[src/hdl/ascii_command_line_parser_assert.svh]
// Assertion macros for the ascii command line parser.
// Needs clk and rst_n in the scope of each use.
`ifndef ASCII_COMMAND_LINE_PARSER_ASSERT_SVH
`define ASCII_COMMAND_LINE_PARSER_ASSERT_SVH

// Same-cycle implication, checked outside reset
`define LCP_ASSERT_NOW(lbl, ante, cons) \
  lbl: assert property (@(posedge clk) disable iff (!rst_n) (ante) |-> (cons)) \
    else $error("lcp check failed");

// Next-cycle implication, checked outside reset
`define LCP_ASSERT_NEXT(lbl, ante, cons) \
  lbl: assert property (@(posedge clk) disable iff (!rst_n) (ante) |=> (cons)) \
    else $error("lcp check failed");

`endif

[src/hdl/lcp_pkg.sv]
// Shared types, codes and character helpers of the command line parser.
// No dependencies.
package lcp_pkg;

  localparam int LINE_BYTES = 32;
  localparam int PTR_W      = $clog2(LINE_BYTES);
  localparam int FRAC_DIGITS = 16;
  localparam int NFRAC_W    = $clog2(FRAC_DIGITS) + 1;

  // Result kinds
  localparam logic [1:0] KIND_EMPTY  = 2'd0;
  localparam logic [1:0] KIND_ACCEPT = 2'd1;
  localparam logic [1:0] KIND_REJECT = 2'd2;

  // Command codes
  localparam logic [4:0] CMD_W      = 5'd8;
  localparam logic [4:0] CMD_O      = 5'd9;
  localparam logic [4:0] CMD_M      = 5'd10;
  localparam logic [4:0] CMD_CL_GET = 5'd11;
  localparam logic [4:0] CMD_CR_GET = 5'd14;
  localparam logic [4:0] CMD_SET_OFS  = 5'd1;
  localparam logic [4:0] CMD_TEST_OFS = 5'd2;

  // Characters
  localparam logic [7:0] CH_NUL   = 8'h00;
  localparam logic [7:0] CH_TAB   = 8'h09;
  localparam logic [7:0] CH_LF    = 8'h0A;
  localparam logic [7:0] CH_CR    = 8'h0D;
  localparam logic [7:0] CH_SPACE = 8'h20;
  localparam logic [7:0] CH_MINUS = 8'h2D;
  localparam logic [7:0] CH_DOT   = 8'h2E;

  localparam logic [31:0] Q_MINUS_ONE = 32'hFFFF_0000;
  localparam logic [16:0] IPART_MAX   = 17'h1_0000;

  // Sequencer states
  typedef enum logic [4:0] {
    S_IDLE  = 5'b00001,
    S_FETCH = 5'b00010,
    S_EXEC  = 5'b00100,
    S_CONV  = 5'b01000,
    S_OUT   = 5'b10000
  } state_t;

  // Parse step that consumes the current byte
  typedef enum logic [8:0] {
    K_C0      = 9'b000000001,
    K_PLAIN   = 9'b000000010,
    K_SIDE    = 9'b000000100,
    K_LETTERS = 9'b000001000,
    K_PFIRST  = 9'b000010000,
    K_PBLANK  = 9'b000100000,
    K_PNUM    = 9'b001000000,
    K_PRES    = 9'b010000000,
    K_END     = 9'b100000000
  } step_t;

  // Control from the sequencer to the number unit
  typedef struct packed {
    logic       start;
    logic       neg;
    logic       lead_digit;
    logic       digit_en;
    logic       dot_en;
    logic       conv_go;
    logic [3:0] digit;
  } num_ctl_t;

  function automatic logic is_numeral(input logic [7:0] c);
    return (c >= 8'h30) && (c <= 8'h39);
  endfunction

  function automatic logic is_lower(input logic [7:0] c);
    return (c >= 8'h61) && (c <= 8'h7A);
  endfunction

  function automatic logic is_upper(input logic [7:0] c);
    return (c >= 8'h41) && (c <= 8'h5A);
  endfunction

  function automatic logic is_blank(input logic [7:0] c);
    return (c == CH_SPACE) || (c == CH_TAB);
  endfunction

  // Single-letter commands a e f h r s p u map to 0..7; 8 means none
  function automatic logic [3:0] plain_index(input logic [7:0] c);
    case (c)
      8'h61: return 4'd0;
      8'h65: return 4'd1;
      8'h66: return 4'd2;
      8'h68: return 4'd3;
      8'h72: return 4'd4;
      8'h73: return 4'd5;
      8'h70: return 4'd6;
      8'h75: return 4'd7;
      default: return 4'd8;
    endcase
  endfunction

endpackage

[src/hdl/lcp_line_store.sv]
// Line store: one synchronous RAM, one write and one read port, registered read.
// Depends on lcp_pkg for depth and address width.
module lcp_line_store (
  input  logic                      clk,
  input  logic                      wr_en,
  input  logic [lcp_pkg::PTR_W-1:0] wr_addr,
  input  logic [7:0]                wr_data,
  input  logic                      rd_en,
  input  logic [lcp_pkg::PTR_W-1:0] rd_addr,
  output logic [7:0]                rd_data
);

  logic [7:0] mem [lcp_pkg::LINE_BYTES];

  // write port
  always_ff @(posedge clk) begin
    if (wr_en) begin
      mem[wr_addr] <= wr_data;
    end
  end

  // read port, registered
  always_ff @(posedge clk) begin
    if (rd_en) begin
      rd_data <= mem[rd_addr];
    end
  end

endmodule

[src/hdl/lcp_fixconv.sv]
// Number unit: gathers one decimal parameter and converts it to Q16.16.
// Fraction bits come from 16 doubling passes over the fraction digits.
// Depends on lcp_pkg.
module lcp_fixconv (
  input  logic              clk,
  input  logic              rst_n,
  input  lcp_pkg::num_ctl_t ctl,
  output logic              dots_bad,
  output logic              conv_done,
  output logic [31:0]       value
);

  logic                              neg_r;
  logic [16:0]                       ipart_r, ipart_nxt;
  logic [3:0]                        frac_r [lcp_pkg::FRAC_DIGITS];
  logic [3:0]                        frac_nxt [lcp_pkg::FRAC_DIGITS];
  logic [lcp_pkg::NFRAC_W-1:0]       nfrac_r;
  logic [1:0]                        dots_r;
  logic                              in_frac_r;
  logic [15:0]                       bits_r;
  logic                              run_r;
  logic [3:0]                        cnt_r;
  logic [20:0]                       ip10;
  logic [32:0]                       mag;

  // integer part times ten plus digit, saturated
  always_comb begin
    ip10 = {ipart_r, 3'b000} + {3'b000, ipart_r, 1'b0} + {17'd0, ctl.digit};
    ipart_nxt = (ip10 > {4'd0, lcp_pkg::IPART_MAX}) ? lcp_pkg::IPART_MAX : ip10[16:0];
  end

  // one doubling pass: each lane carries in from the next digit
  always_comb begin
    for (int i = 0; i < lcp_pkg::FRAC_DIGITS; i++) begin
      logic [3:0] dbl;
      logic       cin;
      dbl = (frac_r[i] >= 4'd5) ? 4'((frac_r[i] << 1) - 4'd10) : 4'(frac_r[i] << 1);
      cin = (i == lcp_pkg::FRAC_DIGITS - 1) ? 1'b0 : (frac_r[(i + 1) % lcp_pkg::FRAC_DIGITS] >= 4'd5);
      frac_nxt[i] = dbl + {3'b000, cin};
    end
  end

  // control registers
  always_ff @(posedge clk) begin
    if (!rst_n) begin
      run_r <= 1'b0;
      cnt_r <= '0;
    end else if (ctl.conv_go) begin
      run_r <= 1'b1;
      cnt_r <= '0;
    end else if (run_r) begin
      cnt_r <= cnt_r + 4'd1;
      if (cnt_r == 4'(lcp_pkg::FRAC_DIGITS - 1)) begin
        run_r <= 1'b0;
      end
    end
  end

  // number payload
  always_ff @(posedge clk) begin
    if (ctl.start) begin
      neg_r     <= ctl.neg;
      ipart_r   <= ctl.lead_digit ? {13'd0, ctl.digit} : '0;
      nfrac_r   <= '0;
      dots_r    <= '0;
      in_frac_r <= 1'b0;
      for (int i = 0; i < lcp_pkg::FRAC_DIGITS; i++) frac_r[i] <= '0;
    end else if (ctl.digit_en) begin
      if (!in_frac_r) begin
        ipart_r <= ipart_nxt;
      end else if (nfrac_r < lcp_pkg::NFRAC_W'(lcp_pkg::FRAC_DIGITS)) begin
        frac_r[nfrac_r[lcp_pkg::NFRAC_W-2:0]] <= ctl.digit;
        nfrac_r <= nfrac_r + 1'b1;
      end
    end else if (ctl.dot_en) begin
      in_frac_r <= 1'b1;
      if (dots_r != 2'd2) dots_r <= dots_r + 2'd1;
    end else if (run_r) begin
      for (int i = 0; i < lcp_pkg::FRAC_DIGITS; i++) frac_r[i] <= frac_nxt[i];
      bits_r <= {bits_r[14:0], frac_r[0] >= 4'd5};
    end
  end

  assign dots_bad  = (dots_r == 2'd2);
  assign conv_done = run_r && (cnt_r == 4'(lcp_pkg::FRAC_DIGITS - 1));

  // sign and saturation
  always_comb begin
    mag = {ipart_r, bits_r};
    if (neg_r) begin
      value = (mag > 33'h0_8000_0000) ? 32'h8000_0000 : 32'(33'd0 - mag);
    end else begin
      value = (mag > 33'h0_7FFF_FFFF) ? 32'h7FFF_FFFF : mag[31:0];
    end
  end

endmodule

[src/hdl/ascii_command_line_parser.sv]
// ASCII command line parser, top level: input handling, parse sequencer,
// result register. Uses lcp_pkg, lcp_line_store, lcp_fixconv and the assert header.
//
// Usage:
//   Input channel in_valid/in_ready/in_rx_byte carries raw received bytes.
//   Letters (upper case folded), digits, '-', '.', space and tab go into a
//   32-byte wrapping line store, one byte per cycle. Other bytes are dropped
//   with no result. CR or LF closes the line and gives exactly one request on
//   the result channel out_valid/out_ready with line kind, command code and
//   three Q16.16 values.
//   Flow: an empty line goes straight to the output step. A non-empty line
//   is parsed by a sequencer walking the store, a RAM read then a decode per
//   byte, plus per parameter 16 fraction doubling passes, the outcome step
//   and a second decode of the byte after the number, and a final step that
//   loads the result. in_ready is low while the parse runs or a result waits
//   to be loaded; stored bytes are taken back to back otherwise.
//   A finished result waits in the output register; new bytes are still
//   taken meanwhile, and the next line end parses and then waits until the
//   receiver has taken the earlier result.
//   Reset (rst_n low, synchronous) empties the line and the output register;
//   the store contents are not cleared and need not be.
`include "ascii_command_line_parser_assert.svh"
module ascii_command_line_parser (
  input  logic        clk,
  input  logic        rst_n,
  input  logic        in_valid,
  output logic        in_ready,
  input  logic [7:0]  in_rx_byte,
  output logic        out_valid,
  input  logic        out_ready,
  output logic [1:0]  out_line_kind,
  output logic [4:0]  out_command_code,
  output logic [31:0] out_first_value,
  output logic [31:0] out_second_value,
  output logic [31:0] out_third_value
);

  localparam logic [lcp_pkg::PTR_W-1:0] PTR_ONE = lcp_pkg::PTR_W'(1);

  lcp_pkg::state_t           state_r, state_nxt;
  lcp_pkg::step_t            step_r, step_nxt;
  logic [lcp_pkg::PTR_W-1:0] wp_r, wp_nxt;
  logic [lcp_pkg::PTR_W-1:0] cursor_r, cursor_nxt;
  logic [7:0]                c0_r, c0_nxt;
  logic                      side_r, side_nxt;
  logic [1:0]                pi_r, pi_nxt;
  logic                      pok_r, pok_nxt;
  logic [31:0]               v0_r, v0_nxt, v1_r, v1_nxt, v2_r, v2_nxt;
  logic [1:0]                kind_r, kind_nxt;
  logic [4:0]                code_r, code_nxt;
  logic                      out_valid_r;
  logic                      load;

  logic                      mem_we, mem_re;
  logic [7:0]                mem_wd, b;
  lcp_pkg::num_ctl_t         nctl;
  logic                      dots_bad, conv_done;
  logic [31:0]               conv_value;
  logic [3:0]                pidx;
  logic                      is_c, is_m;
  logic [4:0]                cbase;

  lcp_line_store u_store (
    .clk     (clk),
    .wr_en   (mem_we),
    .wr_addr (wp_r),
    .wr_data (mem_wd),
    .rd_en   (mem_re),
    .rd_addr (cursor_r),
    .rd_data (b)
  );

  lcp_fixconv u_conv (
    .clk       (clk),
    .rst_n     (rst_n),
    .ctl       (nctl),
    .dots_bad  (dots_bad),
    .conv_done (conv_done),
    .value     (conv_value)
  );

  assign in_ready = (state_r == lcp_pkg::S_IDLE);
  assign pidx  = lcp_pkg::plain_index(b);
  assign is_c  = (c0_r == 8'h63);
  assign is_m  = (c0_r == 8'h6D);
  assign cbase = side_r ? lcp_pkg::CMD_CR_GET : lcp_pkg::CMD_CL_GET;

  // sequencer
  always_comb begin
    state_nxt  = state_r;
    step_nxt   = step_r;
    wp_nxt     = wp_r;
    cursor_nxt = cursor_r;
    c0_nxt     = c0_r;
    side_nxt   = side_r;
    pi_nxt     = pi_r;
    pok_nxt    = pok_r;
    v0_nxt     = v0_r;
    v1_nxt     = v1_r;
    v2_nxt     = v2_r;
    kind_nxt   = kind_r;
    code_nxt   = code_r;
    mem_we     = 1'b0;
    mem_wd     = lcp_pkg::CH_NUL;
    mem_re     = 1'b0;
    load       = 1'b0;
    nctl       = '0;
    nctl.digit = b[3:0];

    case (state_r)
      lcp_pkg::S_IDLE: begin
        if (in_valid) begin
          if (lcp_pkg::is_lower(in_rx_byte) || lcp_pkg::is_numeral(in_rx_byte) ||
              lcp_pkg::is_blank(in_rx_byte) || in_rx_byte == lcp_pkg::CH_MINUS ||
              in_rx_byte == lcp_pkg::CH_DOT || lcp_pkg::is_upper(in_rx_byte)) begin
            mem_we = 1'b1;
            mem_wd = lcp_pkg::is_upper(in_rx_byte) ? 8'(in_rx_byte + 8'd32) : in_rx_byte;
            wp_nxt = (wp_r == lcp_pkg::PTR_W'(lcp_pkg::LINE_BYTES - 1)) ? '0 : wp_r + 1'b1;
          end else if (in_rx_byte == lcp_pkg::CH_CR || in_rx_byte == lcp_pkg::CH_LF) begin
            mem_we   = 1'b1;
            code_nxt = '0;
            v0_nxt   = '0;
            v1_nxt   = '0;
            v2_nxt   = '0;
            if (wp_r == '0) begin
              kind_nxt  = lcp_pkg::KIND_EMPTY;
              state_nxt = lcp_pkg::S_OUT;
            end else begin
              wp_nxt     = '0;
              cursor_nxt = '0;
              step_nxt   = lcp_pkg::K_C0;
              state_nxt  = lcp_pkg::S_FETCH;
            end
          end
        end
      end

      lcp_pkg::S_FETCH: begin
        mem_re    = 1'b1;
        state_nxt = lcp_pkg::S_EXEC;
      end

      lcp_pkg::S_EXEC: begin
        case (step_r)
          // command letter
          lcp_pkg::K_C0: begin
            c0_nxt     = b;
            cursor_nxt = PTR_ONE;
            state_nxt  = lcp_pkg::S_FETCH;
            if (pidx != 4'd8) begin
              code_nxt = {1'b0, pidx};
              step_nxt = lcp_pkg::K_PLAIN;
            end else if (b == 8'h77 || b == 8'h6F || b == 8'h6D) begin
              code_nxt = (b == 8'h77) ? lcp_pkg::CMD_W :
                         (b == 8'h6F) ? lcp_pkg::CMD_O : lcp_pkg::CMD_M;
              step_nxt = lcp_pkg::K_LETTERS;
            end else if (b == 8'h63) begin
              step_nxt = lcp_pkg::K_SIDE;
            end else begin
              kind_nxt  = lcp_pkg::KIND_REJECT;
              state_nxt = lcp_pkg::S_OUT;
            end
          end
          lcp_pkg::K_PLAIN: begin
            kind_nxt  = (b == lcp_pkg::CH_NUL) ? lcp_pkg::KIND_ACCEPT : lcp_pkg::KIND_REJECT;
            state_nxt = lcp_pkg::S_OUT;
          end
          lcp_pkg::K_SIDE: begin
            if (b == 8'h6C || b == 8'h72) begin
              side_nxt   = (b == 8'h72);
              cursor_nxt = cursor_r + 1'b1;
              pi_nxt     = '0;
              step_nxt   = lcp_pkg::K_PFIRST;
              state_nxt  = lcp_pkg::S_FETCH;
            end else begin
              kind_nxt  = lcp_pkg::KIND_REJECT;
              state_nxt = lcp_pkg::S_OUT;
            end
          end
          lcp_pkg::K_LETTERS: begin
            if (lcp_pkg::is_lower(b)) begin
              cursor_nxt = cursor_r + 1'b1;
              state_nxt  = lcp_pkg::S_FETCH;
            end else begin
              pi_nxt   = '0;
              step_nxt = lcp_pkg::K_PFIRST;
            end
          end
          // a parameter must open with a blank
          lcp_pkg::K_PFIRST: begin
            if (lcp_pkg::is_blank(b)) begin
              cursor_nxt = cursor_r + 1'b1;
              step_nxt   = lcp_pkg::K_PBLANK;
              state_nxt  = lcp_pkg::S_FETCH;
            end else begin
              pok_nxt  = 1'b0;
              step_nxt = lcp_pkg::K_PRES;
            end
          end
          lcp_pkg::K_PBLANK: begin
            if (lcp_pkg::is_blank(b)) begin
              cursor_nxt = cursor_r + 1'b1;
              state_nxt  = lcp_pkg::S_FETCH;
            end else if (b == lcp_pkg::CH_MINUS || lcp_pkg::is_numeral(b)) begin
              nctl.start      = 1'b1;
              nctl.neg        = (b == lcp_pkg::CH_MINUS);
              nctl.lead_digit = lcp_pkg::is_numeral(b);
              cursor_nxt      = cursor_r + 1'b1;
              step_nxt        = lcp_pkg::K_PNUM;
              state_nxt       = lcp_pkg::S_FETCH;
            end else begin
              pok_nxt  = 1'b0;
              step_nxt = lcp_pkg::K_PRES;
            end
          end
          lcp_pkg::K_PNUM: begin
            if (lcp_pkg::is_numeral(b) || b == lcp_pkg::CH_DOT) begin
              nctl.digit_en = lcp_pkg::is_numeral(b);
              nctl.dot_en   = (b == lcp_pkg::CH_DOT);
              cursor_nxt    = cursor_r + 1'b1;
              state_nxt     = lcp_pkg::S_FETCH;
            end else if (dots_bad) begin
              pok_nxt  = 1'b0;
              step_nxt = lcp_pkg::K_PRES;
            end else begin
              nctl.conv_go = 1'b1;
              state_nxt    = lcp_pkg::S_CONV;
            end
          end
          // outcome of one parameter
          lcp_pkg::K_PRES: begin
            case (pi_r)
              2'd0: begin
                if (pok_r) begin
                  v0_nxt   = conv_value;
                  pi_nxt   = 2'd1;
                  step_nxt = lcp_pkg::K_PFIRST;
                end else if (is_c) begin
                  v0_nxt   = lcp_pkg::Q_MINUS_ONE;
                  step_nxt = lcp_pkg::K_END;
                end else begin
                  kind_nxt  = lcp_pkg::KIND_REJECT;
                  state_nxt = lcp_pkg::S_OUT;
                end
              end
              2'd1: begin
                if (pok_r) begin
                  v1_nxt = conv_value;
                  if (is_c || is_m) begin
                    pi_nxt   = 2'd2;
                    step_nxt = lcp_pkg::K_PFIRST;
                  end else begin
                    step_nxt = lcp_pkg::K_END;
                  end
                end else if (is_c) begin
                  v1_nxt   = lcp_pkg::Q_MINUS_ONE;
                  step_nxt = lcp_pkg::K_END;
                end else begin
                  kind_nxt  = lcp_pkg::KIND_REJECT;
                  state_nxt = lcp_pkg::S_OUT;
                end
              end
              2'd2: begin
                if (pok_r) begin
                  v2_nxt   = conv_value;
                  step_nxt = lcp_pkg::K_END;
                end else if (is_c) begin
                  kind_nxt  = lcp_pkg::KIND_REJECT;
                  state_nxt = lcp_pkg::S_OUT;
                end else begin
                  v2_nxt   = '0;
                  step_nxt = lcp_pkg::K_END;
                end
              end
              default: begin
                kind_nxt  = lcp_pkg::KIND_REJECT;
                state_nxt = lcp_pkg::S_OUT;
              end
            endcase
          end
          // line must end here
          lcp_pkg::K_END: begin
            state_nxt = lcp_pkg::S_OUT;
            if (b == lcp_pkg::CH_NUL) begin
              kind_nxt = lcp_pkg::KIND_ACCEPT;
              if (is_c) begin
                if (v1_r == lcp_pkg::Q_MINUS_ONE) code_nxt = cbase + lcp_pkg::CMD_TEST_OFS;
                else if (v0_r == lcp_pkg::Q_MINUS_ONE) code_nxt = cbase;
                else code_nxt = cbase + lcp_pkg::CMD_SET_OFS;
              end
            end else begin
              kind_nxt = lcp_pkg::KIND_REJECT;
            end
          end
          default: begin
            kind_nxt  = lcp_pkg::KIND_REJECT;
            state_nxt = lcp_pkg::S_OUT;
          end
        endcase
      end

      lcp_pkg::S_CONV: begin
        if (conv_done) begin
          pok_nxt   = 1'b1;
          step_nxt  = lcp_pkg::K_PRES;
          state_nxt = lcp_pkg::S_EXEC;
        end
      end

      lcp_pkg::S_OUT: begin
        if (!out_valid_r || out_ready) begin
          load      = 1'b1;
          state_nxt = lcp_pkg::S_IDLE;
        end
      end

      default: state_nxt = lcp_pkg::S_IDLE;
    endcase
  end

  // control registers
  always_ff @(posedge clk) begin
    if (!rst_n) begin
      state_r     <= lcp_pkg::S_IDLE;
      wp_r        <= '0;
      out_valid_r <= 1'b0;
    end else begin
      state_r <= state_nxt;
      wp_r    <= wp_nxt;
      if (load) out_valid_r <= 1'b1;
      else if (out_ready) out_valid_r <= 1'b0;
    end
  end

  // parse payload
  always_ff @(posedge clk) begin
    step_r   <= step_nxt;
    cursor_r <= cursor_nxt;
    c0_r     <= c0_nxt;
    side_r   <= side_nxt;
    pi_r     <= pi_nxt;
    pok_r    <= pok_nxt;
    v0_r     <= v0_nxt;
    v1_r     <= v1_nxt;
    v2_r     <= v2_nxt;
    kind_r   <= kind_nxt;
    code_r   <= code_nxt;
  end

  // result register; non-accepted lines carry zero fields
  always_ff @(posedge clk) begin
    if (load) begin
      out_line_kind    <= kind_r;
      out_command_code <= (kind_r == lcp_pkg::KIND_ACCEPT) ? code_r : '0;
      out_first_value  <= (kind_r == lcp_pkg::KIND_ACCEPT) ? v0_r : '0;
      out_second_value <= (kind_r == lcp_pkg::KIND_ACCEPT) ? v1_r : '0;
      out_third_value  <= (kind_r == lcp_pkg::KIND_ACCEPT) ? v2_r : '0;
    end
  end

  assign out_valid = out_valid_r;

  `LCP_ASSERT_NEXT(a_parse_blocks_input,
    in_valid && in_ready && wp_r != '0 &&
    (in_rx_byte == lcp_pkg::CH_CR || in_rx_byte == lcp_pkg::CH_LF), !in_ready)
  `LCP_ASSERT_NOW(a_kind_legal, out_valid, out_line_kind != 2'd3)
  `LCP_ASSERT_NOW(a_code_range, out_valid, out_command_code <= 5'd16)
  `LCP_ASSERT_NOW(a_empty_fields,
    out_valid && out_line_kind != lcp_pkg::KIND_ACCEPT,
    out_command_code == '0 && out_first_value == '0 &&
    out_second_value == '0 && out_third_value == '0)
  `LCP_ASSERT_NOW(a_conv_in_conv, conv_done, state_r == lcp_pkg::S_CONV)

endmodule
[config.mk]
export PLATFORM = sky130hd
export DESIGN_NAME = ascii_command_line_parser
export DESIGN_NICKNAME = d
export VERILOG_FILES = /design/src/hdl/lcp_pkg.sv /design/src/hdl/lcp_line_store.sv /design/src/hdl/lcp_fixconv.sv /design/src/hdl/ascii_command_line_parser.sv
export VERILOG_INCLUDE_DIRS = /design/src /design/src/hdl
export SDC_FILE = /design/constraint.sdc
export NUM_CORES = 1
export LEC_CHECK = 0
export BUFFER_PORTS_ARGS = -buffer_cell sky130_fd_sc_hd__buf_2
export CAP_MARGIN = 20
export CORE_MARGIN = 3
export CORE_UTILIZATION = 30
export CTS_BUF_LIST = sky130_fd_sc_hd__clkbuf_2
export DETAILED_ROUTE_END_ITERATION = 8
export GPL_TIMING_DRIVEN = 0
export PLACE_DENSITY = 0.57
export SETUP_SLACK_MARGIN = 0.4
export SYNTH_ARGS = -nofsm -noshare
export SYNTH_HDL_FRONTEND = slang
export SYNTH_SLANG_ARGS = --single-unit
[constraint.sdc]
create_clock -name clk -period 5.85 [get_ports clk]
set_clock_uncertainty 0.1 [all_clocks]
set_input_delay 0.585 -clock clk [delete_from_list [all_inputs] [get_ports clk]]
set_output_delay 0.585 -clock clk [all_outputs]
set_load 0.005 [all_outputs]
Yosys cells after proc, flatten, opt, wreduce, memory -nomap -nowiden
Memories as Yosys holds them, arrays and structs flattened. A register that Yosys moved wholly into a read port is not among the register bits.
Index checks and enable logic that the tools add are counted.
{"block": "totals", "output_inout_bits": 105, "input_bits": 12, "wordCells": 485, "n_memories": 2, "ram_bits": 320, "regBits": 290}
{"block": "classes", "order_cmp": 30, "muxes": 204, "n_bitwise": 23, "n_reduce_logical": 56, "eq_ne": 101, "n_addsub": 42}
{"memory": "u_store.mem", "words": 32, "word_bits": 8, "read_ports": 1, "rd_clocked_by_memory_dff": 1, "wr": 1, "line_no": "lcp_line_store.sv:13", "source": "logic [7:0] mem [lcp_pkg::LINE_BYTES];"}
{"memory": "u_conv.frac_r", "words": 16, "word_bits": 4, "read_ports": 16, "rd_clocked_by_memory_dff": 0, "wr": 16, "line_no": "lcp_fixconv.sv:15", "source": "logic [3:0] frac_r [lcp_pkg::FRAC_DIGITS];"}
{"cell": "32-bit two-way mux", "n": 16}
{"cell": "5-bit two-way mux", "n": 41}
{"cell": "32-bit one-hot mux with 2 select lines", "n": 3}
{"cell": "9-bit two-way mux", "n": 19}
{"cell": "4-bit two-way mux", "n": 35}
{"cell": "8-bit by 7-bit == test with 1-bit output, second input constant", "n": 15}
{"cell": "17-bit two-way mux", "n": 4}
{"cell": "32-bit == test, second input constant", "n": 2}
{"cell": "4-bit by 3-bit greater-or-equal comparator with 1-bit output, second input constant", "n": 16}
{"cell": "4-bit subtractor, second input constant", "n": 16}
{"cell": "3-bit inequality test, second input constant", "n": 21}
{"cell": "9-bit one-hot mux with 7 select lines", "n": 1}
{"cell": "4-bit by 1-bit adder with 4-bit output", "n": 15}
{"cell": "9-bit one-hot mux with 3 select lines", "n": 2}
{"cell": "8-bit by 6-bit == test with 1-bit output, second input constant", "n": 6}
{"cell": "8-bit two-way mux", "n": 6}
{"cell": "2-bit two-way mux", "n": 21}
{"cell": "5-bit one-hot mux with 2 select lines", "n": 4}
{"cell": "1-bit two-way mux", "n": 35}
{"cell": "5-bit one-hot mux with 7 select lines", "n": 1}
{"cell": "33-bit by 31-bit greater-than comparator with 1-bit output, second input constant", "n": 1}
{"cell": "33-bit by 32-bit greater-than comparator with 1-bit output, second input constant", "n": 1}
{"cell": "8-bit by 4-bit == test with 1-bit output, second input constant", "n": 4}
{"cell": "4-bit inequality test, second input constant", "n": 8}
{"cell": "other kinds (72)", "n": 163}

Depth between registers and ports, before layout
Gate-level depths: netlist (run 1).
{"block": "depth", "ltp_word": 13, "ltp_mapped": 13, "depth_no_buf": 12}

By module
Synthesis (run 1) repeated with hierarchy kept, for this count alone.
{"block": "unflattened", "cells_unflattened": 2205, "hier_area_um2": 29370.7}
{"mod": "ascii_command_line_parser", "n_inst": 1, "area_per_inst_um2": 10925.5, "cells_each": 859, "seq_area_each_um2": 7186.9}
{"mod": "lcp_line_store", "n_inst": 1, "area_per_inst_um2": 10133.5, "cells_each": 417, "seq_area_each_um2": 7927.6}
{"mod": "lcp_fixconv", "n_inst": 1, "area_per_inst_um2": 8311.7, "cells_each": 929, "seq_area_each_um2": 3203.1}

Least setup slack after synthesis (run 1)
Ideal clock, no wire load.
{"block": "synth_timing", "kind": "register -> register", "start": "register state_r[3]", "end": "register out_command_code[0] (enable)", "t_required_ns": 5.184, "t_arrival_ns": 5.041, "stages_incl_launch_ff": 5, "setup_slack_ns": 0.143, "period_less_slack_ns": 5.707, "setup_time_ns": 0.566, "n_path_buf": 1, "cell_sequence": "dfxtp_1 > clkbuf_1 > nor2_1 > nand3_1 > nor2_1"}
{"block": "synth_via", "elab_chain_cells": 2}
{"item": "from (decl)", "line_no": "ascii_command_line_parser.sv:40", "source": "lcp_pkg::state_t state_r, state_nxt;"}
{"item": "from (signal assigned)", "line_no": "ascii_command_line_parser.sv:324", "source": "state_r <= lcp_pkg::S_IDLE;"}
{"item": "from (signal assigned)", "line_no": "ascii_command_line_parser.sv:328", "source": "state_r <= state_nxt;"}
{"item": "5-bit == test", "line_no": "ascii_command_line_parser.sv:110", "source": "case (state_r)"}
{"item": "1-bit two-way mux", "line_no": "ascii_command_line_parser.sv:110"}
{"item": "via load", "line_no": "ascii_command_line_parser.sv:52", "source": "logic load;"}
{"item": "to (signal assigned)", "line_no": "ascii_command_line_parser.sv:354", "source": "out_command_code <= (kind_r == lcp_pkg::KIND_ACCEPT) ? code_r : '0;"}
{"item": "to (decl)", "line_no": "ascii_command_line_parser.sv:32", "source": "output logic [4:0] out_command_code,"}
The timed path passes the listed nets, and every way through them passes these cells.
A chain may end at the register's enable or synchronous reset.

Final worst setup path (run 1)
{"block": "layout_timing", "start": "register u_store.rd_data[3] (read register of u_store.mem)", "end": "register u_conv.ipart_r[3] (data pin)"}
{"block": "layout_via", "elab_chain_cells": 9, "elab_cells_between_ends": 19, "classes_between": "add/sub (1); order compare (3); eq/ne (3); mux (9); reduce/logical (3)"}
{"item": "from (decl)", "line_no": "lcp_line_store.sv:10", "source": "output logic [7:0] rd_data"}
{"item": "parallel branches: the longest is 8 deep, another holds 21-bit by 4-bit adder with 21-bit output"}
{"item": "17-bit two-way mux *", "line_no": "lcp_fixconv.sv:61", "source": "if (ctl.start) begin"}
{"item": "to (signal assigned)", "line_no": "lcp_fixconv.sv:63", "source": "ipart_r <= ctl.lead_digit ? {13'd0, ctl.digit} : '0;"}
{"item": "to (signal assigned)", "line_no": "lcp_fixconv.sv:70", "source": "ipart_r <= ipart_nxt;"}
{"item": "to (decl)", "line_no": "lcp_fixconv.sv:14", "source": "logic [16:0] ipart_r, ipart_nxt;"}
Mark *: on every way between the ends. The select of a mux whose other input is x is not followed.

==> key figures, run 1 <==
Power
  • Clock power frac: 0.376
  • Combinational power share: 0.011
  • Worst vdd ir: between 0.1 and 0.15 mV
  • Sequential power share: 0.613
  • P_leak: ~12 nW
  • Power Density: around 240 nW/um^2
  • Int Power: 6.03 mW
  • Switch Pwr: 1.79 mW
  • Switching Share: 0.229

Clock tree
  • CTS Buffer Depth: 3
  • Post-CTS sizing: 0
  • Clock Latency Late Sink: around 1.4 ns
  • Clock tree from TritonCTS: yes
  • Sink Count: ~600
  • Inserted Clock Buffers: 152
  • Worst-path clk slew: 0.10 ns
  • CTS H-tree depth: 4
  • Root Driver: clkbuf_2

Worst setup path
  • Cell chain of the critical path: clkbuf_1 -> inv_1 -> fa_1 -> inv_1 -> fa_1 -> a211o_1 -> a21o_1 -> a22oi_1 -> a21boi_0 -> o211ai_1 -> o31ai_2 -> and2b_1 -> a32o_1
  • RR Startpoint: u_store.rd_data[3]$_DFFE_PP_
  • CP startpoint kind: flip-flop
  • CP required: a little under 7 ns
  • Setup crit end kind: flip-flop
  • R2r endpoint: u_conv.ipart_r[3]$_DFFE_PP_
  • CP Capture Point: u_conv.ipart_r[3]$_DFFE_PP_
  • Largest stage delay, worst path: approximately 0.57 ns
  • Crit Path Class: flip-flop to flip-flop
  • FF-to-FF path depth: 13
  • Crit path arrival time: between 5 and 6 ns
  • Highest fanout seen on the critical path: 10
  • CP Launch Point: u_store.rd_data[3]$_DFFE_PP_
  • CP max-delay cell: fa_1
  • R2R setup slack: between 1 and 1.5 ns

Place
  • Detailed placement HPWL: between 50 and 60 mm
  • Setup WS pre-CTS: approximately 1.5 ns
  • GP Congestion: slightly below 0.9
  • Port bufs: between 100 and 150
  • Placed cell count: around 3,600

Global routing
  • Initial antenna violation count: 3
  • GRT Total Usage: 0.142
  • Largest net degree at the start of global routing: 39
  • Number of global-route vias before repair: between 15,000 and 20,000
  • Global route overflow: 0
  • First-pass GRT wire length: around 110 mm

Floorplanning
  • Die area: 100,000 sq um
  • I/O pin count: 117
  • Starting density of the core: 0.303
  • Die W: 316 um
  • Height of the chip: around 320 um
  • Core Area: around 95,000 sq um
  • Site row count: roughly 110

Run
  • Max-cap violations: 0

STA
  • Tcrit/Tclk final: 0.755
  • Slew HR: 0.343
  • Fin worst setup slack: roughly 1.4 ns
  • Hold WS: approximately 0.28 ns
  • RSZ-0062 raised after global routing: false
  • Worst slew pin tran: between 0.9 and 1 ns
  • Highest clock rate: ~230 MHz
  • Final setup viols: 0
  • Final min period: about 4.4 ns
  • Fin. max-slew vios: 0
  • Count of final hold-check violations: 0

Drt
  • DR vias: 19,200
  • Number of DRC markers in iteration 0: roughly 1,400
  • WL final: about 72 mm
  • Remaining antenna violation count: 0
  • DRC errors left: 0
  • DRT Pass-1 Iters: 8
  • Via density: roughly 5.0
  • Mean routed wirelength per cell: about 18 um

Synthesis
  • #FFs+latches synth: roughly 600
  • Syn_area_per_cell: between 10 and 15 sq um
  • Mapped cell area: about 29,000 sq um
  • Ys flop type: edfxtp_1
  • Seq/Total Area, Yosys: 0.634
  • Post-synth EDFFs: between 500 and 600
  • Unique masters post-synth: 84
  • Async set-reset flop share out of synthesis: 0
  • Synth warn: 0
  • Synthesized net count: approximately 2,300
  • Synthesized instance count: approximately 2,200

Hold path
  • HP Class: primary input to flip-flop

Layout
  • Fraction of layout cells with a size suffix above 1: 0.197
  • Nets: 2,584
  • Core Util, Final: 0.347
  • Area growth from synthesis to layout: 14.6%
  • Finished Layout Cells: between 3,000 and 4,000

Outcome
  • Status: finished, final reports clean
==> per-stage QoR <==
step	TNS (ns)	cell area [sq um]	total power, mW
floorplan	0	28900	4.93
global placement	-62.68	31100	4.95
detailed placement	0	31400	4.96
CTS	0	33000	7.95
global route	0	33100	8.20
finish	0	33100	7.82
==> worst max-delay path, delay by kind of cell (launching register included) <==
family          cells  cell delay, ns
simple gates        1            0.26
fa+ha+maj           2            1.05
flops               1            0.38
compound gates      7            1.83
buf+inv             3            0.59
==> how the worst min path moves through the flow <==
stage	from	end	slack, ns	cells past startpoint
2_1_floorplan	u_conv.nfrac_r[4]$_SDFFE_PP0P_	u_conv.nfrac_r[4]$_SDFFE_PP0P_	0.32	1
3_3_place_gp	u_conv.nfrac_r[4]$_SDFFE_PP0P_	u_conv.nfrac_r[4]$_SDFFE_PP0P_	0.33	1
3_5_place_dp	u_conv.bits_r[6]$_DFFE_PP_	u_conv.bits_r[7]$_DFFE_PP_	0.33	0
4_1_cts	rst_n	state_r[0]$_SDFFE_PN1P_	0.04	4
5_1_grt	in_valid	u_store.mem[10][7]$_DFFE_PP_	0.12	4
6_report	rst_n	state_r[0]$_SDFFE_PN1P_	0.28	4
==> per-layer routing <==
metal,vias up,share of wire,track usage
met2,660,0.50,0.246
met3,147,0.058,0.0308
met4,0,0.028,0.0571
met1,9375,0.42,0.173
met5,-,0,0
li1,9000,-,-
==> kinds of logic after synthesis <==
family,share of synthesized area
adder cells (fa/ha/maj),0.0391
buffers and inverters,0.0232
multiplexers,0.0687
AO/OA/AOI/OAI,0.0881
AND/OR/NAND/NOR,0.135
XOR/XNOR,0.0124
flip-flops,0.634
==> cell type report <==
type                            instances  area, sq um
Fill cell                            9336        62200
Sequential cell                       618        18300
Multi-Input combinational cell       1381         9950
Tap cell                             1265         1580
Timing Repair Buffer                  158         1130
Clock buffer                          220         1100
Buffer                                103          410
Clock inverter                         51          345
Inverter                               69          259
Antenna cell                            5         12.5
==> cells in the mapped netlist (19+ instances only) <==
cell      instances  area, sq um
nand2b_1         35          219
inv_1            68          255
xnor2_1          29          254
edfxtp_1        594        17800
a21o_1           24          180
and2_1          119          744
nor3b_1          20          150
dfxtp_1          24          480
nor2_1          177          664
nor4_1           19          119
nand2_1         168          631
nor3_1           44          220
nand3_1          27          135
a311oi_1         20          175
o21ai_0         111          556
a31oi_1          25          156
a21oi_1         114          571
clkbuf_1         84          315
ha_1             87         1090
mux4_2           80         1800
nand4_1          32          200
==> power groups by stage <==
stage / logic, mW / registers (mW) / clock network [mW]
floorplan: 0.0340 / 4.89 / 0
finish: 0.0825 / 4.79 / 2.94
detailed placement: 0.0658 / 4.89 / 0
CTS: 0.0780 / 4.79 / 3.08
global placement: 0.0554 / 4.90 / 0
global route: 0.0891 / 4.79 / 3.32
==> repair_timing <==
action | CTS | global route
hold buffers | 23 | 0
buffers inserted | 0 | 0
hold endpoints to repair | 263 | 0
==> cell usage in the layout, fill, tap and decap left out, types with 8 or more instances in the layout <==
cell,Yosys,routed
nor2_1,177,176
ha_1,87,87
clkinv_2,0,9
nand2b_1,35,35
dfxtp_1,24,24
clkinv_1,0,28
a311oi_1,20,20
dlygate4sd3_1,0,23
nand2_1,168,168
a31oi_1,25,25
clkbuf_1,84,84
xnor2_1,29,29
and2_1,119,119
nor4_1,19,16
mux2_2,10,10
o21a_1,8,8
nand3_1,27,27
nand3b_1,8,8
or3_1,18,18
buf_2,13,126
buf_4,0,11
and3_1,13,13
a211oi_1,14,14
mux4_2,80,80
nor2b_1,17,17
xor2_1,12,12
o211ai_1,12,12
inv_1,68,68
a211o_1,8,8
edfxtp_1,594,594
nor3_1,44,44
clkbuf_2,0,220
nor3b_1,20,20
a21oi_1,114,114
a21o_1,24,24
o21ai_1,15,15
o21ai_0,111,111
nand4_1,32,32
==> sequential cells by signal, indices dropped and copies added, names as in the netlist, 8 cells and up <==
name and flops:
u_conv.ipart_r 17, out_third_value 32, v2_r 32, v1_r 32
u_store.mem 256, u_conv.bits_r 16, u_store.rd_data 8, step_r 9
u_conv.frac_r 64, c0_r 8, out_second_value 32, v0_r 32
out_first_value 32
No activity file was read; power rests on OpenSTA's default activity.
==> inputs of run 2 (changes only) <==
==> constraint.sdc (replaced) <==
create_clock -name clk -period 3.7 [get_ports clk]
set_clock_uncertainty 0.1 [all_clocks]
set_input_delay 0.37 -clock clk [delete_from_list [all_inputs] [get_ports clk]]
set_output_delay 0.37 -clock clk [all_outputs]
set_load 0.005 [all_outputs]
==> key figures, run 2 (synthesized netlist as in run 1, its figures left out) <==
Layout
  • Most frequent cells in the layout: edfxtp_1 (594), clkbuf_2 (235), nand2_1 (161), nor2_1 (132), buf_2 (125)
  • Fraction of layout cells with a size suffix above 1: 0.259 (+0.0624)
  • Commonest non-fill, non-tap cell in the layout: edfxtp_1
  • Biggest regs: u_store.mem (256), u_conv.frac_r (64)
  • Max reg flops: 256 (unchanged)
  • Fillers: 9,287 (-0.52%)
  • Core Util, Final: 0.358 (+0.0108)
  • Nets: 2,626 (+1.6%)
  • Area growth from synthesis to layout: 18.1%
  • Area of the multi-input gates: 10,700 sq um (+7.2%)
  • Reg with most FFs: u_store.mem
  • Seq. cell area: 18,300 sq um (unchanged)

Global routing
  • Met3 usage: 0.0319 (+0.00111)
  • Grt met1 use: 0.177 (+0.00432)
  • Largest net degree at the start of global routing: 40 (+2.6%)
  • First-pass GRT wire length: 111 mm (+1.1%)
  • GRT Max-Usage Layer: met2
  • Global route overflow: 0 (unchanged)
  • Met2 usage: 0.243 (-0.00218)
  • Initial antenna violation count: 2 (-1)
  • Number of global-route vias before repair: 19,800 (+1.5%)
  • GRT Total Usage: 0.143 (+0.00112)

Worst setup path
  • R2r endpoint: u_conv.ipart_r[3]$_DFFE_PP_
  • RR Startpoint: u_store.rd_data[3]$_DFFE_PP_
  • R2R setup slack: -0.02 ns (-1.45 ns)
  • CP startpoint kind: flip-flop
  • CP required: 4.60 ns (-2.19 ns)
  • Highest fanout seen on the critical path: 5 (-5)
  • FF-to-FF path depth: 13 (unchanged)
  • Largest stage delay, worst path: 0.49 ns (-0.08 ns)
  • Buf/Inv on CP: 3 (unchanged)
  • Cell chain of the critical path: clkbuf_8 -> inv_6 -> fa_1 -> inv_2 -> ha_1 -> a211oi_4 -> o21ai_4 -> a311o_1 -> and3_1 -> o21ai_1 -> o31ai_2 -> and2b_2 -> a32o_2
  • Crit Path Class: flip-flop to flip-flop
  • CP max-delay cell: fa_1
  • Crit path arrival time: 4.62 ns (-0.74 ns)
  • Kind of cell adding the most delay to the critical path: compound AO/OA/AOI/OAI gates
  • Setup crit end kind: flip-flop

Drt
  • WL final: 72.5 mm (+1.4%)
  • Via density: 4.96 (+0.14%)
  • DR vias: 19,400 (+1.2%)
  • Mean routed wirelength per cell: 18.5 um (+0.31%)
  • Number of DRC markers in iteration 0: 1,608 (+18%)
  • DRC errors left: 0 (unchanged)
  • DRT Pass-1 Iters: 5 (-3)
  • Remaining antenna violation count: 0 (unchanged)

Power
  • Switch Pwr: 2.93 mW (+64%)
  • Clock power frac: 0.376 (about the same)
  • Worst vdd ir: 0.190 mV (+29%)
  • Int Power: 9.45 mW (+57%)
  • P_leak: 12.2 nW (+3.0%)
  • Switching Share: 0.237 (+0.00773)
  • Sequential power share: 0.612 (about the same)
  • Combinational power share: 0.012 (about the same)
  • Power Density: 363 nW/um^2 (+54%)

STA
  • Fin worst setup slack: -0.0193 ns (-1.45 ns)
  • Slew HR: 0.343 (about the same)
  • Worst slew pin tran: 0.972 ns (-0.0137 ns)
  • Final min period: 3.72 ns (-0.698 ns)
  • Highest clock rate: 269 MHz (+19%)
  • Tcrit/Tclk final: 1.01 (+0.250)
  • RSZ-0062 raised after global routing: true
  • Final setup viols: 2 (+2)
  • Fin. max-slew vios: 0 (unchanged)
  • Count of final hold-check violations: 0 (unchanged)

Outcome
  • Status: finished with violations
  • Violated checks: setup timing

Hold path
  • Hold path start: in_rx_byte[7]
  • End of the worst hold path: u_store.mem[5][7]$_DFFE_PP_
  • HP Class: primary input to flip-flop
  • Hold Path Stages: 5 (+1)

Place
  • Setup WS pre-CTS: -0.475 ns (-1.96 ns)
  • Port bufs: 113 (unchanged)
  • GP Congestion: 0.892 (+2.5%)
  • Detailed placement HPWL: 51.5 mm (+0.75%)

Floorplanning
  • I/O pin count: 117 (unchanged)
  • Site row count: 113 (unchanged)
  • Starting density of the core: 0.303 (unchanged)
  • Core Area: 95,300 sq um (unchanged)
  • Die W: 316 um (unchanged)
  • Die area: 100,000 sq um (unchanged)
  • Height of the chip: 316 um (unchanged)

Clock tree
  • Clock Latency Late Sink: 1.30 ns (-0.05 ns)
  • Worst-path clk slew: 0.10 ns (about the same)
  • CTS H-tree depth: 4 (unchanged)
  • CTS Buffer Depth: 3 (unchanged)
  • Sink Count: 618 (unchanged)
  • Inserted Clock Buffers: 159 (+4.6%)
  • Root Driver: clkbuf_2
  • Clock tree from TritonCTS: yes

Run
  • Max-cap violations: 0 (unchanged)
## run 2: changes by cell type in the layout (fill, tap and decap cells not counted), moves of 16 or more
cell / change
buf_4: +26
nor2_1: -44
nor2_4: +27
o21ai_0: -17
o21ai_2: +16
nor2_2: +17
## run 2: routing by layer
metal,part of all wire,wire [um]
met1,0.43,30800
met2,0.49,35600
met3,0.055,3990
met4,0.029,2070
met5,0,0
## run 2: timing repair
item	in CTS	in global routing
buffers inserted	23	14
hold buffers	28	0
endpoints found under the hold margin	381	0
gates resized for setup	112	97
setup endpoints to repair	599	650
pin swaps	15	13
## run 2: stage by stage
stage / setup TNS (ns) / hold slack (ns) / cells / total power, mW / instance area (sq um)
after floorplan: 0 / 0.318 / 2171 / 7.79 / 28900
after global placement: -114.49 / 0.328 / 3549 / 7.83 / 31100
after detailed placement: -29.70 / 0.333 / 3565 / 7.85 / 31400
after CTS: -0.114 / 0.0755 / 3897 / 12.6 / 33700
after global routing: -1.74 / 0.160 / 3912 / 13.0 / 34100
final: -0.0370 / 0.306 / 3912 / 12.4 / 34100
## run 2: tightest hold or removal path, cell delays in order
cell,delay [ns]
dlygate4sd3_1,0.52
buf_2,0.17
nor4b_1,0.12
a21oi_1,0.25
nor4_4,0.10
## run 2: how the worst max path moves through the flow
stage,startpoint,endpoint,slack [ns],cells past startpoint
floorplan,u_conv.ipart_r[2]$_DFFE_PP_,u_conv.ipart_r[1]$_DFFE_PP_,0.26,12
finish,u_store.rd_data[3]$_DFFE_PP_,u_conv.ipart_r[3]$_DFFE_PP_,-0.02,13
CTS,u_store.rd_data[3]$_DFFE_PP_,u_conv.ipart_r[3]$_DFFE_PP_,-0.05,13
global placement,in_rx_byte[2],u_store.mem[28][7]$_DFFE_PP_,-0.86,6
global route,u_store.rd_data[3]$_DFFE_PP_,u_conv.ipart_r[14]$_SDFFCE_PP0P_,-0.20,13
detailed placement,u_conv.ipart_r[0]$_DFFE_PP_,u_conv.ipart_r[2]$_DFFE_PP_,-0.48,12
## run 2: area by class of cell
| class | instances | area share |
|---|---|---|
| Tap cell | 1265 | 0.0464 |
| Antenna cell | 2 | 0.000147 |
| Timing Repair Buffer | 193 | 0.0409 |
| Buffer | 103 | 0.0131 |
| Multi-Input combinational cell | 1381 | 0.312 |
| Clock buffer | 224 | 0.0328 |
| Sequential cell | 618 | 0.537 |
| Inverter | 69 | 0.00784 |
| Clock inverter | 57 | 0.00968 |
## run 2: power groups by stage
stage | sequential, mW | clock, mW | combinational, mW
final | 7.58 | 4.66 | 0.144
after global routing | 7.58 | 5.24 | 0.154
after CTS | 7.58 | 4.85 | 0.134
after detailed placement | 7.74 | 0 | 0.108
after global placement | 7.74 | 0 | 0.0904
after floorplan | 7.74 | 0 | 0.0557
==> inputs of run 3 (changes only) <==
--- a/config.mk
+++ b/config.mk
@@ -6,8 +6,9 @@
 export SDC_FILE = /design/constraint.sdc
 export NUM_CORES = 1
 export LEC_CHECK = 0
+export ABC_AREA = 1
 export BUFFER_PORTS_ARGS = -buffer_cell sky130_fd_sc_hd__buf_2
-export CAP_MARGIN = 20
+export CAP_MARGIN = 0
 export CORE_MARGIN = 3
 export CORE_UTILIZATION = 30
 export CTS_BUF_LIST = sky130_fd_sc_hd__clkbuf_2
==> key figures, run 3 <==
Outcome
  • Status: finished, final reports clean

Drt
  • Via density: 4.79 (-3.5%)
  • DRT Pass-1 Iters: 6 (+1)
  • Remaining antenna violation count: 0 (unchanged)
  • Number of DRC markers in iteration 0: 1,979 (+23%)
  • DRC errors left: 0 (unchanged)
  • DR vias: 22,400 (+16%)
  • Mean routed wirelength per cell: 17.3 um (-6.6%)
  • WL final: 81.2 mm (+12%)

Place
  • Detailed placement HPWL: 56.7 mm (+10%)
  • GP Congestion: 0.928 (+4.0%)
  • Port bufs: 114 (+0.88%)
  • Placed Area: 32,100 sq um (+2.2%)
  • Placed cell count: 4,317 (+21%)

Worst setup path
  • FF-to-FF path depth: 20 (+7)
  • Crit Path Class: primary input to flip-flop
  • CP startpoint kind: primary input
  • R2R setup slack: 0.26 ns (+0.28 ns)
  • Highest fanout seen on the critical path: 8 (+3)
  • CP required: 4.53 ns (-0.07 ns)
  • Crit path arrival time: 4.29 ns (-0.33 ns)
  • Setup crit end kind: flip-flop

Synthesis
  • Syn_area_per_cell: 10.1 sq um (-24%)
  • Synthesized instance count: 2,914 (+34%)
  • Top cells by area, synth: edfxtp_1 (60%), nor2_1 (6.2%), nand2_1 (5.1%)
  • #FFs+latches synth: 618 (unchanged)
  • Synthesized net count: 3,015 (+33%)
  • Mapped cell area: 29,600 sq um (+2.3%)
  • Largest area contributor in the netlist: edfxtp_1
  • Post-synth EDFFs: 594 (unchanged)
  • Most frequent cells after synthesis: edfxtp_1 (594), nor2_1 (488), nand2_1 (401), inv_1 (378), o21ai_0 (245)
  • Async set-reset flop share out of synthesis: 0 (unchanged)
  • Unique masters post-synth: 53 (-37%)
  • Most frequent cell after synthesis: edfxtp_1
  • Synth warn: 0 (unchanged)
  • Seq/Total Area, Yosys: 0.620 (-0.0140)
  • Ys flop type: edfxtp_1
  • Yosys top cell area share: 0.604 (-0.0137)

Clock tree
  • Clock Latency Late Sink: 1.36 ns (+0.06 ns)
  • Inserted Clock Buffers: 161 (+1.3%)
  • Worst-path clk slew: 0.09 ns (about the same)
  • CTS Buffer Depth: 3 (unchanged)
  • Sink Count: 618 (unchanged)
  • CTS H-tree depth: 4 (unchanged)
  • Root Driver: clkbuf_2
  • Clock tree from TritonCTS: yes

Global routing
  • Global route overflow: 0 (unchanged)
  • First-pass GRT wire length: 122 mm (+9.9%)
  • Largest net degree at the start of global routing: 36 (-10%)
  • Initial antenna violation count: 3 (+1)
  • GRT Total Usage: 0.153 (+0.0101)
  • Number of global-route vias before repair: 21,800 (+10%)

Floorplanning
  • Height of the chip: 320 um (+1.1%)
  • Starting density of the core: 0.304 (+0.000986)
  • I/O pin count: 117 (unchanged)
  • Die area: 102,000 sq um (+2.2%)
  • Site row count: 114 (+0.88%)
  • Die W: 320 um (+1.1%)
  • Core Area: 97,100 sq um (+1.9%)

Hold path
  • HP Class: primary input to flip-flop
  • Hold Path Stages: 12 (+7)

Power
  • Power Density: 505 nW/um^2 (+39%)
  • P_leak: 13.9 nW (+14%)
  • Worst vdd ir: 0.263 mV (+38%)

Layout
  • Area growth from synthesis to layout: 18.0% (about the same)
  • Final instance area: 34,900 sq um (+2.2%)
  • Most frequent cells in the layout: edfxtp_1 (594), nor2_1 (444), nand2_1 (382), inv_1 (374), o21ai_0 (240)
  • Nets: 3,388 (+29%)
  • Max reg flops: 256 (unchanged)
  • Commonest non-fill, non-tap cell in the layout: edfxtp_1
  • Reg with most FFs: u_store.mem
  • Fraction of layout cells with a size suffix above 1: 0.166 (-0.0925)
  • Biggest regs: u_store.mem (256), u_conv.frac_r (64)
  • Fillers: 9,738 (+4.9%)
  • Finished Layout Cells: 4,687 (+20%)

STA
  • Count of final hold-check violations: 0 (unchanged)
  • Highest clock rate: 289 MHz (+7.4%)
  • Fin. max-slew vios: 0 (unchanged)
  • Final min period: 3.46 ns (-0.256 ns)
  • Worst slew pin tran: 0.969 ns (-0.00353 ns)
  • Tcrit/Tclk final: 0.936 (-0.0693)
  • Slew HR: 0.348 (+0.00571)
  • RSZ-0062 raised after global routing: true
  • Final setup viols: 0 (-2)

Run
  • Max-cap violations: 0 (unchanged)
run 3: cell count changes in the layout (fill, tap and decap cells not counted), sizes merged, moves of 25 or more:
cell    delta
and2     -118
nand2b    -36
mux4      -80
nor2     +324
nand3    +137
o21ai    +141
nand2    +236
a21oi     -56
o22ai     +58
nand4     +30
o221ai    +25
inv      +310
xnor2     -27
run 3: final cells by class:
cell class	instances	area [sq um]	area share
buffer	97	460	0.0132
inverter	389	1460	0.0419
antenna	5	12.5	0.000359
tap	1276	1600	0.0458
clock inverter	65	367	0.0105
sequential	618	18300	0.525
multi-input combinational	1814	9920	0.284
clock buffer	217	1090	0.0311
timing repair buffer	206	1650	0.0474
run 3: final timing paths:
check,start,endpoint
max,in_rx_byte[1],u_store.mem[29][1]$_DFFE_PP_
min,in_rx_byte[3],wp_r[2]$_SDFFE_PN0P_
max reg2reg,u_store.rd_data[3]$_DFFE_PP_,u_conv.ipart_r[6]$_SDFFCE_PP0P_
min reg2reg,u_conv.bits_r[3]$_DFFE_PP_,u_conv.bits_r[4]$_DFFE_PP_
run 3: stage by stage:
stage          TNS [ns]  hold slack, ns  total power [mW]  utilization  setup slack, ns
2_1_floorplan         0           0.326              11.3            -            0.105
3_3_place_gp    -338.12           0.336              12.7        0.327            -1.76
3_5_place_dp     -13.95           0.349              12.8        0.330           -0.886
4_1_cts               0          0.0171              17.7        0.353            0.284
5_1_grt               0           0.229              18.7        0.359            0.105
6_report              0           0.276              17.6        0.359            0.237
run 3: logic make-up (layout without fill, tap and decap cells):
group                      after synthesis  after routing  share of synthesized area
AOI/OAI and AO/OA                      455            455                     0.0865
xor gates and xnor gates                38             38                     0.0113
adders and majority gates               89             89                     0.0382
buffers and inverters                  486            974                     0.0632
DFF                                    618            618                      0.620
muxes                                   13             13                    0.00440
other                                    0              5                          0
and+or+nand+nor                       1215           1219                      0.177
run 3: critical path, stage by stage:
cell	delay (ns)
clkbuf_2	0.09
dlygate4sd3_1	0.71
nor2_1	0.09
nand2_1	0.14
o2111ai_1	0.13
dlygate4sd3_1	0.58
nor2_1	0.08
dlygate4sd3_1	0.54
nor2_1	0.05
nand2_2	0.13
nand2_1	0.12
nand2_1	0.14
nand2_1	0.32
nor2_1	0.80
run 3: what timing repair did:
action / CTS / global route
setup buffers: 12 / 24
hold endpoints to repair: 392 / 24
endpoints found under the setup margin: 285 / 565
pin swaps: 13 / 29
hold buffers: 42 / 1
gates cloned: 1 / 4
gates resized for setup: 47 / 92
run 3: metal layers:
metal	up-vias	part of all wire	wire length [um]	GRT usage
met5	-	0.00016	13	0
met4	2	0.028	2280	0.0648
met3	156	0.063	5120	0.0314
met2	764	0.47	38500	0.253
met1	10600	0.43	35200	0.196
li1	10900	-	-	-
run 3: power breakdown:
group / switching (mW) / internal [mW]
logic: 2.75 / 1.19
registers: 0.314 / 8.69
clock network: 2.89 / 1.78
total: 5.95 / 11.7
